**config.mk**
```make
export PLATFORM = sky130hd
export DESIGN_NAME = packed_day_count_to_date_unit
export DESIGN_NICKNAME = d
export VERILOG_FILES = /design/src/hdl/pdcd_pkg.sv /design/src/hdl/packed_day_count_to_date_unit.sv
export SDC_FILE = /design/constraint.sdc
export NUM_CORES = 1
export LEC_CHECK = 0
export BUFFER_PORTS_ARGS = -buffer_cell sky130_fd_sc_hd__clkbuf_2
export CAP_MARGIN = 15
export CORE_AREA = 10 10 70 116
export CTS_CLUSTER_DIAMETER = 120
export CTS_CLUSTER_SIZE = 8
export DETAILED_ROUTE_END_ITERATION = 16
export DIE_AREA = 0 0 80 126
export GPL_TIMING_DRIVEN = 1
export PLACE_DENSITY = 0.84
export SLEW_MARGIN = 20
export SYNTH_ARGS = -nofsm -noshare
export SYNTH_HDL_FRONTEND = slang
export SYNTH_SLANG_ARGS = --single-unit
```
**constraint.sdc**
```tcl
create_clock -name i_clk -period 7.2 [get_ports i_clk]
set_clock_uncertainty 0.1 [all_clocks]
set_input_delay 0.36 -clock i_clk [delete_from_list [all_inputs] [get_ports i_clk]]
set_output_delay 0.36 -clock i_clk [all_outputs]
set_load 0.02 [all_outputs]
```
**src/hdl/pdcd_pkg.sv**
```systemverilog
// ----------------------------------------------------------------------------
// pdcd_pkg
// shared widths, calendar constants and the month length table of the
// packed day count to date unit
// ----------------------------------------------------------------------------
package pdcd_pkg;

    localparam int STAMP_W   = 25;
    localparam int DAY_W     = 14;
    localparam int MIN_W     = 11;
    localparam int YEAR_W    = 11;
    localparam int MONTH_W   = 4;
    localparam int DAYOM_W   = 5;
    localparam int HOUR_W    = 6;
    localparam int MINUTE_W  = 6;
    localparam int YOFF_W    = 6;
    localparam int LEN_W     = 9;

    localparam int BASE_YEAR      = 1964;
    localparam int LAST_GOOD_YEAR = 1999;
    localparam int LAST_GOOD_OFF  = LAST_GOOD_YEAR - BASE_YEAR;

    localparam int MIN_PER_HOUR   = 60;
    // hour = (minutes * HOUR_RECIP) >> HOUR_SHIFT, exact for 11-bit minutes
    localparam int HOUR_RECIP     = 2185;
    localparam int HOUR_SHIFT     = 17;
    localparam int RECIP_W        = 12;
    localparam int PROD_W         = MIN_W + RECIP_W;

    localparam logic [LEN_W-1:0] LEN_LEAP_YEAR = LEN_W'(366);
    localparam logic [LEN_W-1:0] LEN_YEAR      = LEN_W'(365);

    typedef logic [MONTH_W-1:0] t_month;
    typedef logic [LEN_W-1:0]   t_len;

    localparam t_month MON_FEB = MONTH_W'(1);
    localparam t_month MON_APR = MONTH_W'(3);
    localparam t_month MON_JUN = MONTH_W'(5);
    localparam t_month MON_SEP = MONTH_W'(8);
    localparam t_month MON_NOV = MONTH_W'(10);

    // month index 0 is january
    function automatic t_len month_len(input t_month mon, input logic leap);
        t_len len;
        if (mon == MON_FEB) begin
            len = leap ? LEN_W'(29) : LEN_W'(28);
        end else if (mon inside {MON_APR, MON_JUN, MON_SEP, MON_NOV}) begin
            len = LEN_W'(30);
        end else begin
            len = LEN_W'(31);
        end
        return len;
    endfunction

endpackage

```
**src/hdl/packed_day_count_to_date_unit.sv**
```systemverilog
// ----------------------------------------------------------------------------
// packed_day_count_to_date_unit
// splits a packed stamp word into calendar date and clock time
//
//   channel | signals                                   | direction
//   input   | i_valid, o_ready, i_stamp_word            | request in
//   output  | o_valid, i_ready, o_cal_year .. o_year_.. | result out
//
// after accept the sequencer removes Y whole years and then M whole months
// from the day count, where Y (0..44) is the number of whole years and M
// (0..11) the number of whole months in it, one year or one month per cycle
// through the single shared subtract and compare unit, then holds the result.
// o_ready is high only while idle; a held result stalls the unit until taken.
// synchronous active-low reset returns the sequencer to idle.
// ----------------------------------------------------------------------------
module packed_day_count_to_date_unit (
    input  logic                         i_clk,
    input  logic                         i_rst_n,
    input  logic                         i_valid,
    output logic                         o_ready,
    input  logic [pdcd_pkg::STAMP_W-1:0] i_stamp_word,
    output logic                         o_valid,
    input  logic                         i_ready,
    output logic [pdcd_pkg::YEAR_W-1:0]  o_cal_year,
    output logic [pdcd_pkg::MONTH_W-1:0] o_cal_month,
    output logic [pdcd_pkg::DAYOM_W-1:0] o_cal_day,
    output logic [pdcd_pkg::HOUR_W-1:0]  o_clock_hour,
    output logic [pdcd_pkg::MINUTE_W-1:0] o_clock_minute,
    output logic                         o_year_out_of_range
);
    import pdcd_pkg::*;

    localparam logic [1:0] ST_IDLE  = 2'd0;
    localparam logic [1:0] ST_YEAR  = 2'd1;
    localparam logic [1:0] ST_MONTH = 2'd2;
    localparam logic [1:0] ST_DONE  = 2'd3;

    logic [1:0]        r_state, n_state;
    logic [DAY_W-1:0]  r_left,  n_left;
    logic [YOFF_W-1:0] r_yoff,  n_yoff;
    t_month            r_mon,   n_mon;
    logic [MIN_W-1:0]  r_mins,  n_mins;
    logic [HOUR_W-1:0] r_hour,  n_hour;

    logic [MIN_W-1:0]  w_min_field;
    logic [PROD_W-1:0] w_prod;
    logic              w_leap;
    t_len              w_len;
    logic [DAY_W:0]    w_diff;
    logic              w_borrow;
    logic [MIN_W-1:0]  w_minute;

    assign w_min_field = i_stamp_word[DAY_W +: MIN_W];
    assign w_prod      = PROD_W'(w_min_field) * PROD_W'(HOUR_RECIP);
    assign w_leap      = (r_yoff[1:0] == 2'd0);

    // shared subtract and compare unit
    always_comb begin
        if (r_state == ST_YEAR) begin
            w_len = w_leap ? LEN_LEAP_YEAR : LEN_YEAR;
        end else begin
            w_len = month_len(r_mon, w_leap);
        end
    end
    assign w_diff   = {1'b0, r_left} - (DAY_W + 1)'(w_len);
    assign w_borrow = w_diff[DAY_W];

    always_comb begin
        n_state = r_state;
        n_left  = r_left;
        n_yoff  = r_yoff;
        n_mon   = r_mon;
        n_mins  = r_mins;
        n_hour  = r_hour;
        case (r_state)
            ST_IDLE: begin
                if (i_valid) begin
                    n_left  = i_stamp_word[DAY_W-1:0];
                    n_mins  = w_min_field;
                    n_hour  = w_prod[HOUR_SHIFT +: HOUR_W];
                    n_yoff  = '0;
                    n_mon   = '0;
                    n_state = ST_YEAR;
                end
            end
            ST_YEAR: begin
                if (w_borrow) begin
                    n_state = ST_MONTH;
                end else begin
                    n_left = w_diff[DAY_W-1:0];
                    n_yoff = r_yoff + YOFF_W'(1);
                end
            end
            ST_MONTH: begin
                if (w_borrow) begin
                    n_state = ST_DONE;
                end else begin
                    n_left = w_diff[DAY_W-1:0];
                    n_mon  = r_mon + MONTH_W'(1);
                end
            end
            ST_DONE: begin
                if (i_ready) begin
                    n_state = ST_IDLE;
                end
            end
            default: begin
                n_state = ST_IDLE;
            end
        endcase
    end

    always_ff @(posedge i_clk) begin
        if (!i_rst_n) begin
            r_state <= ST_IDLE;
        end else begin
            r_state <= n_state;
        end
        r_left <= n_left;
        r_yoff <= n_yoff;
        r_mon  <= n_mon;
        r_mins <= n_mins;
        r_hour <= n_hour;
    end

    assign w_minute = r_mins - (MIN_W'(r_hour) * MIN_W'(MIN_PER_HOUR));

    assign o_ready             = (r_state == ST_IDLE);
    assign o_valid             = (r_state == ST_DONE);
    assign o_cal_year          = YEAR_W'(BASE_YEAR) + YEAR_W'(r_yoff);
    assign o_cal_month         = r_mon + MONTH_W'(1);
    assign o_cal_day           = r_left[DAYOM_W-1:0] + DAYOM_W'(1);
    assign o_clock_hour        = r_hour;
    assign o_clock_minute      = w_minute[MINUTE_W-1:0];
    assign o_year_out_of_range = (r_yoff > YOFF_W'(LAST_GOOD_OFF));

endmodule

```
### After elaboration in Yosys (flattened, before gate mapping)

Cells that the tools add are included.
W data, S select, Z words.

* register bits: 38
* latch bits: 0
* memory bits (writable): 0
* ROM bits: 0
* output and inout bits: 35
* word-level logic and storage cells: 61
* memories kept: 0

* $add $sub $neg: 6
* multipliers: 2
* div/mod/pow operators: 0
* $lt $le $gt $ge: 1
* equality and inequality tests: 15
* shifts and indexed selects: 0
* muxes and demuxes: 19
* bitwise gates (word level): 0
* reductions and logical operators: 12

Operators by type and width (number)
* $mux W14: 2
* $pmux W14 S2: 1
* $mul A11 B12 Y23 const B: 1
* $sub A14 B9 Y15: 1
* $mux W2: 6
* $mux W6: 2
* $ne A2 B2 Y1 const B: 6
* $pmux W6 S2: 1
* $add A8 B7 Y9 const A: 1
* $mux W9: 1
* $reduce_and A3 Y1: 3
* $eq A4 B4 Y1 const B: 2
* $mux W4: 2
* $pmux W2 S4: 1
* $pmux W4 S2: 1
* $add A6 B1 Y6 const B: 1
* $gt A6 B6 Y1 const B: 1
* $mul A6 B4 Y4 const B: 1
* $reduce_bool A2 Y1: 3
* $sub A6 B6 Y6: 1
* $add A5 B1 Y5 const B: 1
* $add A4 B1 Y4 const B: 1
* $eq A2 B2 Y1 const B: 2
* $eq A4 B1 Y1 const B: 1
* 10 further kinds: 12

### Depth between registers and ports, before layout

* word-level depth: 8
* mapped depth: 14
* gate-level depth less buffers: 14

### Worst setup path before layout

No wires, ideal clock.

* path type: register -> register
* start point: register r_mon[0]
* end point: register r_left[0], enable pin
* library setup time: 0.390 ns
* data arrival time: 3.121 ns
* required time: 6.710 ns
* path slack: 3.590 ns
* stages on the path, launching flop included: 14
* clock period less this slack: 3.610 ns
* cell sequence: edfxtp_1 -> inv_1 -> ha_1 -> nor2_1 -> a211o_1 -> a22oi_1 -> o21ai_0 -> ha_1 -> inv_1 -> fa_1 -> nand3_1 -> o21ai_2 -> a2111oi_4 -> a21oi_1

* cells in the longest elaborated chain, start to end: 8
* elaborated cells between the ends (all ways): 12

Ends and longest elaborated chain
* start: declaration: RTL line packed_day_count_to_date_unit.sv:41 `t_month r_mon, n_mon;`
* start signal: assignment: RTL line packed_day_count_to_date_unit.sv:121 `r_mon <= n_mon;`
* $eq A4 B2 Y1 (tied with other cells): RTL line pdcd_pkg.sv:47 `end else if (mon inside {MON_APR, MON_JUN, MON_SEP, MON_NOV}) begin`
* $reduce_bool A4 Y1: RTL line pdcd_pkg.sv:47
* $mux W1: RTL line pdcd_pkg.sv:47
* $mux W2 *: RTL line pdcd_pkg.sv:45 `if (mon == MON_FEB) begin`
* $mux W9 *: RTL line packed_day_count_to_date_unit.sv:59 `if (r_state == ST_YEAR) begin`
* $sub A14 B9 Y15 *: RTL line packed_day_count_to_date_unit.sv:65 `assign w_diff = {1'b0, r_left} - (DAY_W + 1)'(w_len);`
* $ne A2 B2 Y1 (no line) *
* $reduce_and A3 Y1 (no line) *
* end signal: assignment: RTL line packed_day_count_to_date_unit.sv:119 `r_left <= n_left;`
* end: declaration: RTL line packed_day_count_to_date_unit.sv:39 `logic [DAY_W-1:0] r_left, n_left;`

Mark *: on every way between the ends. The rest lies on a longest branch, timed or not.
A chain may end at the register's enable or synchronous reset.

### Worst setup path after layout

* start point: input port i_stamp_word[21] (netlist bit)
* end point: register r_hour[5], in the netlist o_clock_hour[5], data pin

* cells in the longest elaborated chain, start to end: 1

Ends and longest elaborated chain
* start: declaration: RTL line packed_day_count_to_date_unit.sv:21 `input logic [pdcd_pkg::STAMP_W-1:0] i_stamp_word,`
* $mul A11 B12 Y23: RTL line packed_day_count_to_date_unit.sv:54 `assign w_prod = PROD_W'(w_min_field) * PROD_W'(HOUR_RECIP);`
* named net w_prod[22]: RTL line packed_day_count_to_date_unit.sv:46 `logic [PROD_W-1:0] w_prod;`
* end signal: assignment: RTL line packed_day_count_to_date_unit.sv:123 `r_hour <= n_hour;`
* end: declaration: RTL line packed_day_count_to_date_unit.sv:43 `logic [HOUR_W-1:0] r_hour, n_hour;`

The timed path passes the listed nets, and every way through them passes these cells.

==> out/metrics.cfg <==
[status]
status = finished, final reports clean

[setup_path]
cp_data_required_time_ps = 7150
worstSetupPathType = input pin to flip-flop
cp-end-kind = flip-flop
worst-path-max-fanout = 4
arrival_ps = 3540
startpoint_type = input pin

[power]
p_sw_share_pct = 48.13
pwr-share-seq_pct = 25.0
switchingPower_uw = 957.8
clkPwrFrac_pct = 11.3
power_leakage_nw = 2.007
p_int_mw = 1.032
pwr_density_cell_nw_per_um2 = 472.8
comb_power_share_pct = 63.7
max-vdd-ir-drop_mv = 0.1818

[synth]
synth_top_cell_by_area = edfxtp_1
async_flop_share_pct = 0
synthCells = 371
ys_types = 59
syn_avg_cell_area_sq_um = 10.13
syn_area_sq_um = 3759
ys.flop_type = edfxtp_1
seq_area_frac_synth_pct = 29.83
ys_ff_latch = 38
ys_top_cells_by_area = edfxtp_1, ha_1, fa_1, inv_1, xnor2_1
synth_edf_count = 36
synth_top_area_share_pct = 28.76
yosysWarnings = 0

[floorplanning]
ios = 64
die_w_microns = 80
initial_core_util_pct = 60.81
rows = 38
dieArea_sq_um = 10080
die_h_microns = 126
core-area_sq_um = 6181

[global_route]
grt_use_total_pct = 17.35
grt_max_degree = 25
gr-total-overflow = 0
antenna_found_initial = 0
grt_pass1_wl_microns = 14230
grt_pass1_vias = 3093

[placed_design]
place.port_buffers = 59
place_area_sq_um = 4066
place_congestion = 0.9566
hpwl_microns = 7189

[clock_network]
cts_tree = built
cts_sinks = 38
clkTransAtPathRegs_ps = 70
post_cts_resized = 0
postCtsHoldBufs = 0
clockBufferDepth = 2
cts_buffers = 5
postCtsSetupBuffers = 0
root_buffer = clkbuf_8
worstSkewPairLatency_ps = 290
h-tree-depth = 2

[cells_and_area]
drive_gt1_share_pct = 18.69
syn2layout_area_growth_pct = 11.98
fin_nets = 536
finalInstanceArea_sq_um = 4209
fillers = 476
diodes = 0

[sta]
slew_viol_final = 0
worstMarginPinSlew_ps = 796.8
fmax_ghz = 0.2783
rsz0062_at_grt = false
fin_tns_setup_ps = 0
slew_headroom_pct = 46.88
fin_crit_ps = 3593
hold_violations = 0
post-route-period-util_pct = 49.90
setup_viol = 0

[route]
drc = 0
drt_wl_total_microns = 8607
vias = 2924
viasPerCell = 5.756
drt_iter0_markers = 134
ant_nets = 0
wl_per_cell_microns = 16.94
dr.pass1.iters = 4

[flow_run]
drv_cap = 0

[min_path]
hold_class = input pin to flip-flop

cells by family after synthesis:
group	count (synthesis)	share of synthesized area, %
buf+inv	60	7.423
compound gates	69	13.32
xor+xnor	27	6.292
other cells	1	0.09977
simple gates	88	11.82
fa+ha+maj	80	28.83
flops	38	29.83
mux	8	2.397
flip-flops by register name, indices dropped and copies added (netlist names):
signal and count:
r_mon 4, r_yoff 6, o_clock_hour 6, r_mins 6
r_state 2, r_left 14
final timing paths:
path,from,endpoint,slack [ps],depth (start not counted)
worst max-delay path,i_stamp_word[21],o_clock_hour[5],3610,13
worst min-delay path,i_stamp_word[14],r_mins[0],180,1
worst max register to register,r_mon[0],r_yoff[1],3630,13
worst min register to register,r_state[1],r_state[1],410,2
per-layer routing:
layer	up-vias	routed length (microns)	global-route usage (%)
li1	1431	-	-
met1	1392	2946	15.93
met2	83	4962	34.46
met3	18	437	3.134
met4	0	260	7.500
met5	-	0	0
final cells by class:
type                    instances  area (sq um)  share of cell area [%]
clock buffers                   6         82.58                   1.962
flip-flops and latches         38          1121                   26.64
clock inverters                 2         60.06                   1.427
well taps                      80         100.1                   2.378
inverters                      46         172.7                   4.102
multi-input cells             276          2370                   56.30
repair buffers                 60         302.8                   7.194
Yosys cell counts, types with 3 or more instances:
| library cell | n |
|---|---|
| and2_1 | 7 |
| edfxtp_1 | 36 |
| nor2_1 | 26 |
| buf_4 | 8 |
| xnor2_1 | 19 |
| a211o_1 | 4 |
| nand4_1 | 5 |
| or3_1 | 3 |
| mux2i_1 | 3 |
| a21oi_1 | 19 |
| nand2b_1 | 5 |
| o21ai_0 | 10 |
| buf_6 | 3 |
| xor2_1 | 8 |
| ha_1 | 69 |
| nand2_1 | 16 |
| fa_1 | 11 |
| nand3_1 | 13 |
| a21o_1 | 8 |
| mux2_2 | 4 |
| inv_1 | 46 |
metrics by stage:
stage               utilization, %  power [mW]  instances  setup WS [ps]  hold WS, ps
finish                       68.10       1.990        508           3607        183.0
CTS                          68.10       2.008        508           3616        176.9
detailed placement           65.79       1.778        500           3383        402.5
global route                 68.10       2.158        508           3341        176.4
global placement             65.79       1.726        500           3513        388.2
floorplan                        -       1.459        374           3590        358.9
power by group through the flow:
stage | logic (mW) | registers (mW) | clock network, mW
after floorplan | 0.975 | 0.484 | 0
after global placement | 1.23 | 0.495 | 0
after detailed placement | 1.28 | 0.501 | 0
after CTS | 1.28 | 0.497 | 0.226
after global routing | 1.41 | 0.512 | 0.238
final | 1.27 | 0.498 | 0.224
critical path: stages:
cell and delay, ps:
clkbuf_2 130, ha_1 290, inv_1 50, fa_1 420
fa_1 500, inv_1 50, ha_1 190, ha_1 330
and3_1 200, a32o_1 250, a211oi_1 250, o21ai_0 200
a211o_1 300
placed cells by master, fill, tap and decap left out, types with 3 or more instances in the layout:
master,count
nand4_1,5
mux2_2,4
nand3_1,13
clkbuf_2,59
edfxtp_1,36
nor2_1,26
a21o_1,8
inv_1,46
nand2_1,16
and2_1,7
a21oi_1,19
clkbuf_8,6
ha_1,69
xnor2_1,19
fa_1,11
a211o_1,4
or3_1,3
mux2i_1,3
xor2_1,8
conb_1,4
o21ai_0,10
nand2b_1,5
Note: power is estimated with default switching activity, not from simulation.
